--- src/mlfq_pkg.sv ---
// ============================================================================
// mlfq_pkg
// Shared types, constants and helpers of the feedback-queue thread scheduler.
// ============================================================================
package mlfq_pkg;

    localparam int THREAD_SLOTS = 16;
    localparam int IDX_W        = (THREAD_SLOTS > 1) ? $clog2(THREAD_SLOTS) : 1;

    localparam int UNIT_W  = 20;
    localparam int THR_W   = 23;
    localparam int WAIT_W  = 24;
    localparam int STAMP_W = 16;
    localparam int SLICE_W = 22;
    localparam int VAL_W   = 32;

    localparam logic [1:0] OP_CREATE = 2'd0;
    localparam logic [1:0] OP_SLICE  = 2'd1;
    localparam logic [1:0] OP_EXIT   = 2'd2;
    localparam logic [1:0] OP_JOIN   = 2'd3;

    localparam logic [1:0] ST_OK    = 2'd0;
    localparam logic [1:0] ST_BUSY  = 2'd1;
    localparam logic [1:0] ST_NORUN = 2'd2;

    localparam logic [1:0] LVL_TOP = 2'd3;
    localparam logic [1:0] LVL_LOW = 2'd1;

    localparam int CFG_SLICE_UNIT = 0;
    localparam int CFG_AGE_THR    = 1;

    typedef enum logic [1:0] {
        S_IDLE,
        S_SWEEP,
        S_EVAL
    } t_state;

    typedef enum logic [2:0] {
        CO_NONE,
        CO_CREATE,
        CO_EXIT,
        CO_DEMOTE,
        CO_AGE
    } t_cell_op;

    // Command broadcast to the row; only the addressed cell acts on its op, while clear_marks reaches every cell.
    typedef struct packed {
        logic                clear_marks;
        t_cell_op            op;
        logic [IDX_W-1:0]    idx;
        logic [1:0]          level;
        logic [WAIT_W-1:0]   wait_time;
        logic                set_stamp;
        logic [STAMP_W-1:0]  stamp;
        logic [VAL_W-1:0]    exit_value;
    } t_cell_cmd;

    // Best candidate found so far, handed from cell to cell.
    typedef struct packed {
        logic                valid;
        logic [IDX_W-1:0]    idx;
        logic [STAMP_W-1:0]  age;
        logic [1:0]          level;
        logic [WAIT_W-1:0]   wait_time;
    } t_token;

    typedef struct packed {
        logic                used;
        logic                done;
        logic [1:0]          level;
        logic [VAL_W-1:0]    exit_value;
    } t_cell_stat;

    // unit * (4 - level), kept to the slice width.
    function automatic logic [SLICE_W-1:0] slice_mul(input logic [UNIT_W-1:0] unit,
                                                     input logic [1:0] lvl);
        logic [SLICE_W-1:0] u;
        u = SLICE_W'(unit);
        unique case (lvl)
            2'd1:    slice_mul = (u << 1) + u;
            2'd2:    slice_mul = u << 1;
            2'd3:    slice_mul = u;
            default: slice_mul = u << 2;
        endcase
    endfunction

endpackage

--- src/mlfq_cell.sv ---
// ============================================================================
// mlfq_cell
// One thread slot: holds its state and passes the best candidate onward.
// ============================================================================
module mlfq_cell (
    input  logic                          i_clk,
    input  logic                          i_rst_n,
    input  logic [mlfq_pkg::IDX_W-1:0]    i_idx,
    input  mlfq_pkg::t_cell_cmd           i_cmd,
    input  logic [mlfq_pkg::STAMP_W-1:0]  i_stamp_now,
    input  logic                          i_use_marks,
    input  mlfq_pkg::t_token              i_tok,
    output mlfq_pkg::t_token              o_tok,
    output mlfq_pkg::t_cell_stat          o_stat
);
    import mlfq_pkg::*;

    logic                r_used, r_done, r_mark;
    logic [1:0]          r_level;
    logic [WAIT_W-1:0]   r_wait;
    logic [STAMP_W-1:0]  r_stamp;
    logic [VAL_W-1:0]    r_exit;
    t_token              r_tok;
    t_token              n_tok;

    logic                w_hit;
    logic [STAMP_W-1:0]  w_age;
    logic                w_cand;
    logic                w_better;

    assign w_hit  = (i_cmd.op != CO_NONE) && (i_cmd.idx == i_idx);
    assign w_age  = i_stamp_now - r_stamp;
    assign w_cand = r_used && !r_done && !(i_use_marks && r_mark);

    // Higher level wins, then the older stamp; ties keep the lower slot.
    always_comb begin
        w_better = w_cand && (!i_tok.valid || (r_level > i_tok.level) ||
                   ((r_level == i_tok.level) && (w_age > i_tok.age)));
        n_tok = i_tok;
        if (w_better) begin
            n_tok.valid     = 1'b1;
            n_tok.idx       = i_idx;
            n_tok.age       = w_age;
            n_tok.level     = r_level;
            n_tok.wait_time = r_wait;
        end
    end

    always_ff @(posedge i_clk) begin
        if (!i_rst_n) begin
            r_used  <= 1'b0;
            r_done  <= 1'b0;
            r_mark  <= 1'b0;
            r_level <= '0;
            r_wait  <= '0;
            r_tok   <= '0;
        end else begin
            r_tok <= n_tok;
            if (i_cmd.clear_marks) begin
                r_mark <= 1'b0;
            end
            if (w_hit) begin
                unique case (i_cmd.op)
                    CO_CREATE: begin
                        r_used  <= 1'b1;
                        r_done  <= 1'b0;
                        r_level <= LVL_TOP;
                        r_wait  <= '0;
                    end
                    CO_EXIT: begin
                        r_done <= 1'b1;
                    end
                    CO_DEMOTE: begin
                        r_level <= i_cmd.level;
                    end
                    CO_AGE: begin
                        r_mark  <= 1'b1;
                        r_level <= i_cmd.level;
                        r_wait  <= i_cmd.wait_time;
                    end
                    default: begin
                    end
                endcase
            end
        end
    end

    always_ff @(posedge i_clk) begin
        if (w_hit && ((i_cmd.op == CO_CREATE) || (i_cmd.op == CO_DEMOTE) ||
                      ((i_cmd.op == CO_AGE) && i_cmd.set_stamp))) begin
            r_stamp <= i_cmd.stamp;
        end
        if (w_hit && (i_cmd.op == CO_EXIT)) begin
            r_exit <= i_cmd.exit_value;
        end
    end

    assign o_tok             = r_tok;
    assign o_stat.used       = r_used;
    assign o_stat.done       = r_done;
    assign o_stat.level      = r_level;
    assign o_stat.exit_value = r_exit;

endmodule

--- src/mlfq_thread_scheduler.sv ---
// ============================================================================
// mlfq_thread_scheduler
// Three-level feedback-queue scheduler built as a row of thread-slot cells.
// ============================================================================
// Create, join and exit with no running thread: result in the cycle after the transfer.
// Slice end and exit: K + 2 sweeps of the cell row, K waiting threads (one sweep
// per aged thread, one that finds none left, one for the pick). One item is in
// flight; the next transfer waits until the result has been taken. Synchronous
// active-low reset clears all slots, the running thread and the stamp counter
// and loads the default configuration.
module mlfq_thread_scheduler (
    input  logic        i_clk,
    input  logic        i_rst_n,
    input  logic        s_axis_tvalid,
    output logic        s_axis_tready,
    input  logic [39:0] s_axis_tdata,  // thread_id[3:0], exit_value[35:4]
    input  logic [1:0]  s_axis_tuser,  // opcode[1:0]
    output logic        m_axis_tvalid,
    input  logic        m_axis_tready,
    output logic [63:0] m_axis_tdata,  // run_thread[3:0], slice_length[25:4],
                                       // join_value[57:26], status[59:58]
    output logic [1:0]  m_axis_tuser,  // run_valid[0], join_done[1]
    input  logic        i_cfg_we,
    input  logic        i_cfg_index,
    input  logic [22:0] i_cfg_data
);
    import mlfq_pkg::*;

    // Input fields.
    logic [1:0]        w_op;
    logic [3:0]        w_tid;
    logic [VAL_W-1:0]  w_xval;
    logic [IDX_W-1:0]  w_tid_idx;
    logic              w_tid_ok;
    logic              w_in_acc;

    assign w_op      = s_axis_tuser;
    assign w_tid     = s_axis_tdata[3:0];
    assign w_xval    = s_axis_tdata[35:4];
    assign w_tid_idx = IDX_W'(w_tid);
    assign w_tid_ok  = (32'(w_tid) < THREAD_SLOTS);

    // Controller state.
    t_state              r_state, n_state;
    logic [IDX_W-1:0]    r_cnt, n_cnt;
    logic                r_use_marks, n_use_marks;
    logic [SLICE_W-1:0]  r_gain, n_gain;
    logic [STAMP_W-1:0]  r_stamp, n_stamp;
    logic                r_run_valid, n_run_valid;
    logic [IDX_W-1:0]    r_run_slot, n_run_slot;
    logic [UNIT_W-1:0]   r_slice_unit;
    logic [THR_W-1:0]    r_age_thr;

    // Result register.
    logic                r_out_valid, n_out_valid;
    logic                r_o_rv, n_o_rv;
    logic [3:0]          r_o_rt, n_o_rt;
    logic [SLICE_W-1:0]  r_o_sl, n_o_sl;
    logic                r_o_jd, n_o_jd;
    logic [VAL_W-1:0]    r_o_jv, n_o_jv;
    logic [1:0]          r_o_st, n_o_st;

    // Cell row.
    t_cell_cmd   w_cmd;
    t_token      w_tok [THREAD_SLOTS+1];
    t_cell_stat  w_stat [THREAD_SLOTS];
    t_token      w_best;

    assign w_tok[0] = '0;
    assign w_best   = w_tok[THREAD_SLOTS];

    for (genvar g = 0; g < THREAD_SLOTS; g++) begin : g_cell
        mlfq_cell u_cell (
            .i_clk       (i_clk),
            .i_rst_n     (i_rst_n),
            .i_idx       (IDX_W'(g)),
            .i_cmd       (w_cmd),
            .i_stamp_now (r_stamp),
            .i_use_marks (r_use_marks),
            .i_tok       (w_tok[g]),
            .o_tok       (w_tok[g+1]),
            .o_stat      (w_stat[g])
        );
    end

    // The block takes a new item only when idle with the result slot free.
    assign s_axis_tready = (r_state == S_IDLE) && !r_out_valid;
    assign w_in_acc      = s_axis_tvalid && s_axis_tready;

    // Running thread's level, folded to the top level if no thread runs or the level were ever invalid.
    logic [1:0]          w_run_lvl;
    logic [1:0]          w_p;
    logic [1:0]          w_demoted;
    logic [WAIT_W:0]     w_sum;
    logic [WAIT_W-1:0]   w_sat;
    logic                w_promo;

    assign w_run_lvl = w_stat[r_run_slot].level;
    assign w_p       = (r_run_valid && (w_run_lvl != 2'd0)) ? w_run_lvl : LVL_TOP;
    assign w_demoted = (w_p > LVL_LOW) ? (w_p - 2'd1) : LVL_LOW;

    // Aging arithmetic for the candidate that the sweep delivered.
    assign w_sum   = {1'b0, w_best.wait_time} + (WAIT_W+1)'(r_gain);
    assign w_sat   = w_sum[WAIT_W] ? {WAIT_W{1'b1}} : w_sum[WAIT_W-1:0];
    assign w_promo = (w_best.level < LVL_TOP) && (w_sat > WAIT_W'(r_age_thr));

    // Next-state logic.
    always_comb begin
        n_state = r_state;
        unique case (r_state)
            S_IDLE: begin
                if (w_in_acc && ((w_op == OP_SLICE) ||
                                 ((w_op == OP_EXIT) && r_run_valid))) begin
                    n_state = S_SWEEP;
                end
            end
            S_SWEEP: begin
                if (r_cnt == IDX_W'(THREAD_SLOTS - 1)) begin
                    n_state = S_EVAL;
                end
            end
            S_EVAL: begin
                n_state = r_use_marks ? S_SWEEP : S_IDLE;
            end
            default: n_state = S_IDLE;
        endcase
    end

    // Datapath and command logic.
    always_comb begin
        n_cnt       = r_cnt;
        n_use_marks = r_use_marks;
        n_gain      = r_gain;
        n_stamp     = r_stamp;
        n_run_valid = r_run_valid;
        n_run_slot  = r_run_slot;
        n_out_valid = r_out_valid;
        n_o_rv      = r_o_rv;
        n_o_rt      = r_o_rt;
        n_o_sl      = r_o_sl;
        n_o_jd      = r_o_jd;
        n_o_jv      = r_o_jv;
        n_o_st      = r_o_st;
        w_cmd       = '0;
        w_cmd.op    = CO_NONE;

        if (r_out_valid && m_axis_tready) begin
            n_out_valid = 1'b0;
        end

        unique case (r_state)
            S_IDLE: begin
                if (w_in_acc) begin
                    n_o_rv = 1'b0;
                    n_o_rt = '0;
                    n_o_sl = '0;
                    n_o_jd = 1'b0;
                    n_o_jv = '0;
                    n_o_st = ST_OK;
                    unique case (w_op)
                        OP_CREATE: begin
                            n_out_valid = 1'b1;
                            if (!w_tid_ok || w_stat[w_tid_idx].used) begin
                                n_o_st = ST_BUSY;
                            end else begin
                                w_cmd.op    = CO_CREATE;
                                w_cmd.idx   = w_tid_idx;
                                w_cmd.stamp = r_stamp;
                                n_stamp     = r_stamp + 1'b1;
                            end
                        end
                        OP_JOIN: begin
                            n_out_valid = 1'b1;
                            if (w_tid_ok && w_stat[w_tid_idx].used &&
                                w_stat[w_tid_idx].done) begin
                                n_o_jd = 1'b1;
                                n_o_jv = w_stat[w_tid_idx].exit_value;
                            end
                        end
                        OP_SLICE, OP_EXIT: begin
                            if ((w_op == OP_EXIT) && !r_run_valid) begin
                                n_out_valid = 1'b1;
                                n_o_st      = ST_NORUN;
                            end else begin
                                n_gain            = slice_mul(r_slice_unit, w_p);
                                w_cmd.clear_marks = 1'b1;
                                n_use_marks       = 1'b1;
                                n_cnt             = '0;
                                n_run_valid       = 1'b0;
                                if (r_run_valid) begin
                                    w_cmd.idx        = r_run_slot;
                                    w_cmd.level      = w_demoted;
                                    w_cmd.stamp      = r_stamp;
                                    w_cmd.exit_value = w_xval;
                                    if (w_op == OP_EXIT) begin
                                        w_cmd.op = CO_EXIT;
                                    end else begin
                                        w_cmd.op = CO_DEMOTE;
                                        n_stamp  = r_stamp + 1'b1;
                                    end
                                end
                            end
                        end
                        default: begin
                        end
                    endcase
                end
            end
            S_SWEEP: begin
                n_cnt = r_cnt + 1'b1;
            end
            S_EVAL: begin
                n_cnt = '0;
                if (r_use_marks) begin
                    if (w_best.valid) begin
                        // Age the best unvisited thread (highest level, then oldest); it may move up a level.
                        w_cmd.op        = CO_AGE;
                        w_cmd.idx       = w_best.idx;
                        w_cmd.level     = w_promo ? (w_best.level + 2'd1) : w_best.level;
                        w_cmd.wait_time = w_promo ? '0 : w_sat;
                        w_cmd.set_stamp = w_promo;
                        w_cmd.stamp     = r_stamp;
                        if (w_promo) begin
                            n_stamp = r_stamp + 1'b1;
                        end
                    end else begin
                        n_use_marks = 1'b0;
                    end
                end else begin
                    n_out_valid = 1'b1;
                    if (w_best.valid) begin
                        n_run_valid = 1'b1;
                        n_run_slot  = w_best.idx;
                        n_o_rv      = 1'b1;
                        n_o_rt      = 4'(w_best.idx);
                        n_o_sl      = slice_mul(r_slice_unit, w_best.level);
                    end
                end
            end
            default: begin
            end
        endcase
    end

    always_ff @(posedge i_clk) begin
        if (!i_rst_n) begin
            r_state      <= S_IDLE;
            r_cnt        <= '0;
            r_use_marks  <= 1'b0;
            r_stamp      <= '0;
            r_run_valid  <= 1'b0;
            r_run_slot   <= '0;
            r_out_valid  <= 1'b0;
            r_slice_unit <= UNIT_W'(100000);
            r_age_thr    <= THR_W'(600000);
        end else begin
            r_state     <= n_state;
            r_cnt       <= n_cnt;
            r_use_marks <= n_use_marks;
            r_stamp     <= n_stamp;
            r_run_valid <= n_run_valid;
            r_run_slot  <= n_run_slot;
            r_out_valid <= n_out_valid;
            if (i_cfg_we) begin
                if (i_cfg_index == 1'(CFG_SLICE_UNIT)) begin
                    r_slice_unit <= i_cfg_data[UNIT_W-1:0];
                end else begin
                    r_age_thr <= i_cfg_data[THR_W-1:0];
                end
            end
        end
    end

    always_ff @(posedge i_clk) begin
        r_gain <= n_gain;
        r_o_rv <= n_o_rv;
        r_o_rt <= n_o_rt;
        r_o_sl <= n_o_sl;
        r_o_jd <= n_o_jd;
        r_o_jv <= n_o_jv;
        r_o_st <= n_o_st;
    end

    assign m_axis_tvalid = r_out_valid;
    assign m_axis_tdata  = {4'd0, r_o_st, r_o_jv, r_o_sl, r_o_rt};
    assign m_axis_tuser  = {r_o_jd, r_o_rv};

    // The running thread is always a live, unfinished slot.
    a_run_live: assert property (@(posedge i_clk) disable iff (!i_rst_n)
        r_run_valid |-> (w_stat[r_run_slot].used && !w_stat[r_run_slot].done))
        else $error("running thread is not a live slot");

    // A successful create takes exactly one stamp.
    a_create_stamp: assert property (@(posedge i_clk) disable iff (!i_rst_n)
        (w_in_acc && (w_op == OP_CREATE) && w_tid_ok && !w_stat[w_tid_idx].used)
        |=> (r_stamp == $past(r_stamp) + 1'b1))
        else $error("create did not advance the stamp counter");

    // A reported pick is the thread that now runs.
    a_pick_runs: assert property (@(posedge i_clk) disable iff (!i_rst_n)
        ($rose(r_out_valid) && r_o_rv) |-> (r_run_valid && (4'(r_run_slot) == r_o_rt)))
        else $error("reported pick does not match the running thread");

    // No new item while a scheduling pass is under way.
    a_busy_hold: assert property (@(posedge i_clk) disable iff (!i_rst_n)
        (r_state != S_IDLE) |-> (!s_axis_tready && !r_out_valid))
        else $error("input taken or result shown during a scheduling pass");

endmodule

--- config.mk ---
export PLATFORM = sky130hd
export DESIGN_NAME = mlfq_thread_scheduler
export DESIGN_NICKNAME = d
export VERILOG_FILES = /design/src/mlfq_pkg.sv /design/src/mlfq_cell.sv /design/src/mlfq_thread_scheduler.sv
export SDC_FILE = /design/constraint.sdc
export NUM_CORES = 2
export LEC_CHECK = 0
export BUFFER_PORTS_ARGS = -buffer_cell sky130_fd_sc_hd__buf_4
export CORE_MARGIN = 2
export CORE_UTILIZATION = 68
export CTS_CLUSTER_SIZE = 14
export DETAILED_ROUTE_END_ITERATION = 10
export PLACE_DENSITY_LB_ADDON = 0.12
export SYNTH_ARGS = -nofsm -noshare
export SYNTH_HDL_FRONTEND = slang
export SYNTH_SLANG_ARGS = --single-unit
--- constraint.sdc ---
create_clock -name i_clk -period 14.6 [get_ports i_clk]
set_input_delay 0.73 -clock i_clk [delete_from_list [all_inputs] [get_ports i_clk]]
set_output_delay 0.73 -clock i_clk [all_outputs]
set_load 0.05 [all_outputs]
Word-level counts from Yosys, hierarchy flattened. Index checks and enable logic that the tools add are counted.

Equal/unequal tests: 60. Bitwise operators: 6. Add/sub/neg operators: 22. Reduce and logical (&&, ||, !) cells: 322. Muxes and demuxes: 151. $lt $le $gt $ge: 35.

Operators with widths (number): 47-bit two-way mux (16); 36-bit binary-select mux with 4-bit select (2); 16-bit subtractor (16); 16-bit > comparator (15); 16-bit two-way mux (9); 48-bit two-way mux (3); 2-bit AND reduction (70); 1-bit logical AND (136); 22-bit one-hot mux with 3 select lines (2); 16-bit one-hot mux with 2 select lines (4); 50-bit two-way mux (2); 36-bit two-way mux (2); 1-bit two-way mux (69); 34-bit two-way mux (2); 22-bit two-way mux (3); 32-bit two-way mux (2); 1-bit zero test (49); 24-bit two-way mux (2); 24-bit one-hot mux with 2 select lines (1); 22-bit one-hot mux with 2 select lines (1); 4-bit equality test (second input constant) (9); 2-bit OR reduction (17); 1-bit logical OR (33); 2-bit equality test (15); 46 further kinds (116).

Register bits after elaboration: 2124.

Longest topological paths before layout.
Depth after elaboration: 18. Gate-level depth with buffers: 23. Depth with buffers taken out: 21.

Cells and area by module. Synthesis repeated with hierarchy kept, for this count alone.

Cells, all modules: 9417. Area, all modules: 102365.7 um^2.

By module, submodules not included: mlfq_cell at g_cell[0].u_cell ... (times used 12, seq. area each 2962.8 um^2, cells each 501, area an instance 5477.8 um^2); mlfq_thread_scheduler (times used 1, seq. area each 3963.8 um^2, cells each 1366, area an instance 14486.4 um^2); mlfq_cell at g_cell[8].u_cell ... (times used 2, seq. area each 2962.8 um^2, cells each 511, area an instance 5537.8 um^2); mlfq_cell at g_cell[7].u_cell (times used 1, seq. area each 2962.8 um^2, cells each 517, area an instance 5595.4 um^2); mlfq_cell at g_cell[12].u_cell (times used 1, seq. area each 2962.8 um^2, cells each 500, area an instance 5475.3 um^2).

Worst setup path before layout. OpenSTA, ideal clock, no wires.

Path type: register -> register. Start: register r_gain[0]. End: register g_cell[14].u_cell.r_stamp[0], enable pin. Arrival time: 5.988 ns. Stages on the path, launching flop included: 22. Data required time: 14.191 ns. Clock period less this slack: 6.397 ns. Setup slack: 8.203 ns. Cells stage by stage: edfxtp_1 -> ha_1 -> fa_1 -> a211oi_1 -> o211a_1 -> nor4_1 -> o311ai_1 -> nand2_1 -> nand3_1 -> clkbuf_1 -> nand2_1 -> ha_1 -> nand4_1 -> a2111oi_0 -> o41a_1 -> a2bb2oi_1 -> or3_1 -> clkbuf_1 -> a21oi_2 -> buf_2 -> buf_1 -> nor3_1.

Longest elaborated chain between the ends: 10.

Ends and longest elaborated chain: start: declaration (RTL line mlfq_thread_scheduler.sv:47) `logic [SLICE_W-1:0] r_gain, n_gain;`; start signal: assignment (RTL line mlfq_thread_scheduler.sv:275) `r_gain <= n_gain;`; 24-bit by 22-bit adder with 25-bit output (RTL line mlfq_thread_scheduler.sv:103) `assign w_sum = {1'b0, w_best.wait_time} + (WAIT_W+1)'(r_gain);`; 24-bit two-way mux (RTL line mlfq_thread_scheduler.sv:104) `assign w_sat = w_sum[WAIT_W] ? {WAIT_W{1'b1}} : w_sum[WAIT_W-1:0];`; 24-bit by 23-bit > comparator with 1-bit output (RTL line mlfq_thread_scheduler.sv:105) `assign w_promo = (w_best.level < LVL_TOP) && (w_sat > WAIT_W'(r_age_thr));`; 1-bit logical AND (RTL line mlfq_thread_scheduler.sv:105); 50-bit two-way mux (RTL line mlfq_thread_scheduler.sv:215) `if (w_best.valid) begin`; 50-bit two-way mux (RTL line mlfq_thread_scheduler.sv:214) `if (r_use_marks) begin`; 25-bit two-way mux (RTL line mlfq_thread_scheduler.sv:151) `unique case (r_state)`; 1-bit logical AND (RTL line mlfq_cell.sv:90) `((i_cmd.op == CO_AGE) && i_cmd.set_stamp))) begin`; 1-bit logical OR (RTL line mlfq_cell.sv:89) `if (w_hit && ((i_cmd.op == CO_CREATE) || (i_cmd.op == CO_DEMOTE) ||`; 1-bit logical AND (RTL line mlfq_cell.sv:89); end signal: assignment (RTL line mlfq_cell.sv:91) `r_stamp <= i_cmd.stamp;`; end: declaration (RTL line mlfq_cell.sv:21) `logic [STAMP_W-1:0] r_stamp;`.

No other way between the ends. A chain may end at the register's enable or synchronous reset.

Worst setup path after layout.
Start: register r_gain[0]. End: register g_cell[2].u_cell.r_wait[6].

Longest elaborated chain between the ends: 9.

Ends and longest elaborated chain: 24-bit by 22-bit adder with 25-bit output (*) (RTL line mlfq_thread_scheduler.sv:103); 24-bit two-way mux (*) (RTL line mlfq_thread_scheduler.sv:104); 24-bit by 23-bit > comparator with 1-bit output (RTL line mlfq_thread_scheduler.sv:105); 1-bit logical AND (RTL line mlfq_thread_scheduler.sv:105); 24-bit two-way mux (*) (RTL line mlfq_thread_scheduler.sv:220) `w_cmd.wait_time = w_promo ? '0 : w_sat;`; 50-bit two-way mux (*) (RTL line mlfq_thread_scheduler.sv:215); 50-bit two-way mux (*) (RTL line mlfq_thread_scheduler.sv:214); 25-bit two-way mux (*) (RTL line mlfq_thread_scheduler.sv:151); 24-bit one-hot mux with 2 select lines (*) (RTL line mlfq_cell.sv:63) `unique case (i_cmd.op)`; end signal: assignment (RTL line mlfq_cell.sv:79) `r_wait <= i_cmd.wait_time;`; end: declaration (RTL line mlfq_cell.sv:20) `logic [WAIT_W-1:0] r_wait;`.

Every way passes the cells marked *; elsewhere a longest branch is shown, timed or not.

==> results by group <==
Worst hold path
  • Hold depth: 3
  • Hold crit path type: in -> reg

STA
  • Fin crit share: 50.6%
  • Fin worst setup slack: 7.21 ns
  • Max Clk Rate: 135 MHz
  • Min cycle time layout: 7.39 ns
  • Final hold vios: 0
  • Slew Limit Headroom: between 10 and 15%
  • Worst Skew: 0.0641 ns
  • Final Max Tran Viols: 0
  • Setup TNS: 0 ns
  • # setup viols final: 0
  • RSZ-0062 raised after global routing: false
  • Worst Tran Pin Value: between 1 and 1.5 ns

Pwr
  • Max VDD drop: 0.167 mV
  • Leakage: 43.1 nW
  • Seq pwr share: 52.1%
  • Final Power: 11.8 mW
  • Pwr/cell area: 111 nW/um^2
  • Clk pwr share: 44.8%
  • Net Sw Frac: 22.1%
  • P_int: approximately 9.2 mW
  • Sw Pwr: 2.60 mW
  • Gate power share: just over 3%

Clocking
  • Insertion delay to the later sink of the worst-skew pair: 0.88 ns
  • Total CTS buffers: 204
  • Number of setup buffers added after CTS: 0
  • Clock Tree Buf Depth: 3
  • Clk sink count: 2109
  • Reg clk slew, reported paths: about 0.07 ns
  • CTS tree: built
  • H-tree Lvls: 4
  • Post-CTS resize count: 0
  • Hold-fix buffers, CTS: 0
  • Root Driver: clkbuf_16

Yosys
  • Synth Instances: 8854
  • Yosys top cell area share: 26.8%
  • Area leader, netlist: edfxtp_1
  • Synth Flop Type: dfxtp_1
  • Largest cells by area after synthesis: edfxtp_1 27%, dfxtp_1 26%, ha_1 7.7%
  • EDFF count, synth: 852
  • Post-synthesis sequential area ratio: 53.1%
  • Mapped Area: roughly 96000 um^2
  • Yosys reg bits: 2109
  • Mapped Avg Cell Area: about 11 um^2
  • Unique masters post-synth: around 90
  • Synth warnings: 0
  • Post-synth ARST share: 0%

Outcome
  • Status: finished, final reports clean

Placement
  • I/O Buffers: between 100 and 150
  • Post-place setup slack: 7.44 ns
  • GPL Wtd Cong: about 0.94
  • Dpl hpwl: roughly 170000 um

Floorplan
  • Number of top-level pins: 139
  • Die W: 379 um
  • Die ar.: 144000 um^2
  • Starting density of the core: 68.5%
  • Num rows: 137
  • Die Y: around 380 um
  • Core ar.: 140000 um^2

Final layout
  • Final net count: 9624
  • Area grow syn2layout: 10.5%
  • Layout cell share with drive strength beyond 1: between 9 and 10%
  • Fillers: 9297

Routing
  • DR WL/cell: 22.9 um
  • WL final: 253000 um
  • Vias per inst: 6.17
  • Detailed Routing Iterations Pass 1: 9
  • Post-route ant nets: 0
  • DRC viols: 0
  • Initial DRC count: between 6000 and 7000
  • Total vias in the final route: 67943

Global route
  • Largest net degree at the start of global routing: 250
  • First-pass GRT wire length: 385000 um
  • Initial antenna violation count: 13
  • GRT Residual Overflow: 0
  • Global Route Usage Sum: 35.1%
  • Vias in the first global route: 66270

Critical path
  • R2R setup slack: 7.21 ns
  • Crit Path Category: reg -> reg
  • R2R depth: 19
  • CP max FO: 24
  • Required time of the critical path: 15.35 ns
  • CP startpoint kind: flip-flop
  • Critical Path End Type: flip-flop
  • Crit path arrival time: between 8 and 9 ns

Job
  • Max-Cap Viols: 0
synth_stat cells, types with 13 or more instances:
| cell | instances |
|---|---|
| dfxtp_1 | 1257 |
| nor2_1 | 949 |
| edfxtp_1 | 852 |
| nand2_1 | 742 |
| inv_1 | 662 |
| mux2i_1 | 617 |
| ha_1 | 585 |
| o21ai_0 | 441 |
| a21oi_1 | 414 |
| clkbuf_1 | 319 |
| xnor2_1 | 187 |
| mux4_2 | 179 |
| nand3_1 | 168 |
| nor3_1 | 144 |
| nor2b_1 | 106 |
| a21o_1 | 101 |
| o21a_1 | 85 |
| and2_1 | 84 |
| o22ai_1 | 78 |
| and3_1 | 62 |
| nand2b_1 | 61 |
| xor2_1 | 54 |
| a211oi_1 | 50 |
| nand4_1 | 49 |
| or2_2 | 46 |
| a31oi_1 | 45 |
| buf_1 | 45 |
| or3_1 | 36 |
| a221oi_1 | 32 |
| o211ai_1 | 30 |
| o31a_1 | 27 |
| o31ai_1 | 27 |
| a22oi_1 | 22 |
| nor4_1 | 22 |
| o21bai_1 | 22 |
| fa_1 | 18 |
| buf_2 | 17 |
| a22o_1 | 15 |
| nand3b_1 | 15 |
| or4_1 | 13 |
stage by stage:
step	instances	hold slack (ns)	utilization [%]	area, um^2
global route	11003	0.0941	75.7	106000
global placement	10620	0.414	70.8	98800
detailed placement	10620	0.418	70.8	98800
floorplan	8857	0.404	-	95600
finish	11014	0.0976	75.7	106000
CTS	11003	0.0535	75.7	106000
power groups by stage:
stage          combinational, mW  sequential (mW)  clock [mW]
6_report                   0.367             6.12        5.27
5_1_grt                    0.392             6.12        5.53
4_1_cts                    0.363             6.12        5.31
3_5_place_dp               0.360             6.25           0
3_3_place_gp               0.355             6.25           0
2_1_floorplan              0.213             6.28           0
area by class of cell:
| cell class | count | area, um^2 | share of cell area (%) |
|---|---|---|---|
| Tap cell | 1876 | 2350 | 2.22 |
| Sequential cell | 2109 | 50700 | 48.0 |
| Timing Repair Buffer | 275 | 2090 | 1.98 |
| Multi-Input combinational cell | 5698 | 41200 | 39.0 |
| Inverter | 662 | 2490 | 2.36 |
| Antenna cell | 11 | 27.5 | 0.0261 |
| Clock buffer | 290 | 5800 | 5.49 |
| Clock inverter | 93 | 970 | 0.918 |
registers in the layout, summed over array words and instances (netlist names), 2 cells and up:
name	count
g_cell.u_cell.r_mark	16
r_age_thr	23
g_cell.u_cell.r_wait	384
r_o_st	2
g_cell.u_cell.r_used	16
r_slice_unit	20
g_cell.u_cell.r_exit	512
r_gain	22
r_run_slot	4
g_cell.u_cell.r_stamp	256
r_state	2
r_o_sl	22
g_cell.u_cell.o_tok	721
r_stamp	16
r_cnt	4
g_cell.u_cell.r_done	16
r_o_jv	32
r_o_rt	4
g_cell.u_cell.r_level	32
placed cells by master, fill, tap and decap left out, drive strengths merged, types with 168 or more instances in the layout:
cell,count
nand3,168
mux4,179
dfxtp,1257
nor2,955
nand2,743
edfxtp,852
ha,585
xnor2,187
clkbuf,291
a21oi,416
buf,274
inv,671
mux2i,619
o21ai,445
metal layers:
| layer | global-route usage (%) | routed length, um |
|---|---|---|
| met4 | 15.3 | 11500 |
| met2 | 56.4 | 117000 |
| met1 | 46.3 | 100000 |
| met3 | 7.03 | 23500 |
| met5 | 0 | 48 |
critical path, cell delays in order (launching register included):
cell and delay (ns):
edfxtp_1 0.37, ha_1 0.26, fa_1 0.46, a211oi_1 0.31, o211a_1 0.26, nor4_1 0.11, o311ai_1 0.40, nand2_1 0.26
nand3_1 0.59, nand2_1 0.51, ha_1 0.35, a21o_1 0.15, a21oi_1 0.13, o211ai_1 0.12, a2bb2oi_1 0.26, or3_1 0.56
a21oi_4 0.66, buf_4 0.46, nand2_1 0.59, o21ai_0 0.40
kinds of logic (layout without fill, tap and decap cells):
| group | Yosys count | after routing | synth area share [%] |
|---|---|---|---|
| flops | 2109 | 2109 | 53.1 |
| mux | 799 | 799 | 10.7 |
| fa+ha+maj | 603 | 603 | 8.03 |
| simple gates | 2529 | 2529 | 11.9 |
| buf+inv | 1050 | 1320 | 4.18 |
| compound gates | 1522 | 1522 | 9.93 |
| xor+xnor | 241 | 241 | 2.21 |
| other cells | 1 | 15 | 0.00392 |
worst paths after layout:
path,start,to
hold / removal,i_cfg_data[8],r_age_thr[8]
setup / recovery,r_gain[0],g_cell[2].u_cell.r_wait[6]
setup reg to reg,r_gain[0],g_cell[2].u_cell.r_wait[6]
hold reg to reg,g_cell[2].u_cell.o_tok[42],g_cell[3].u_cell.o_tok[42]
(Power assumes the default switching activity.)
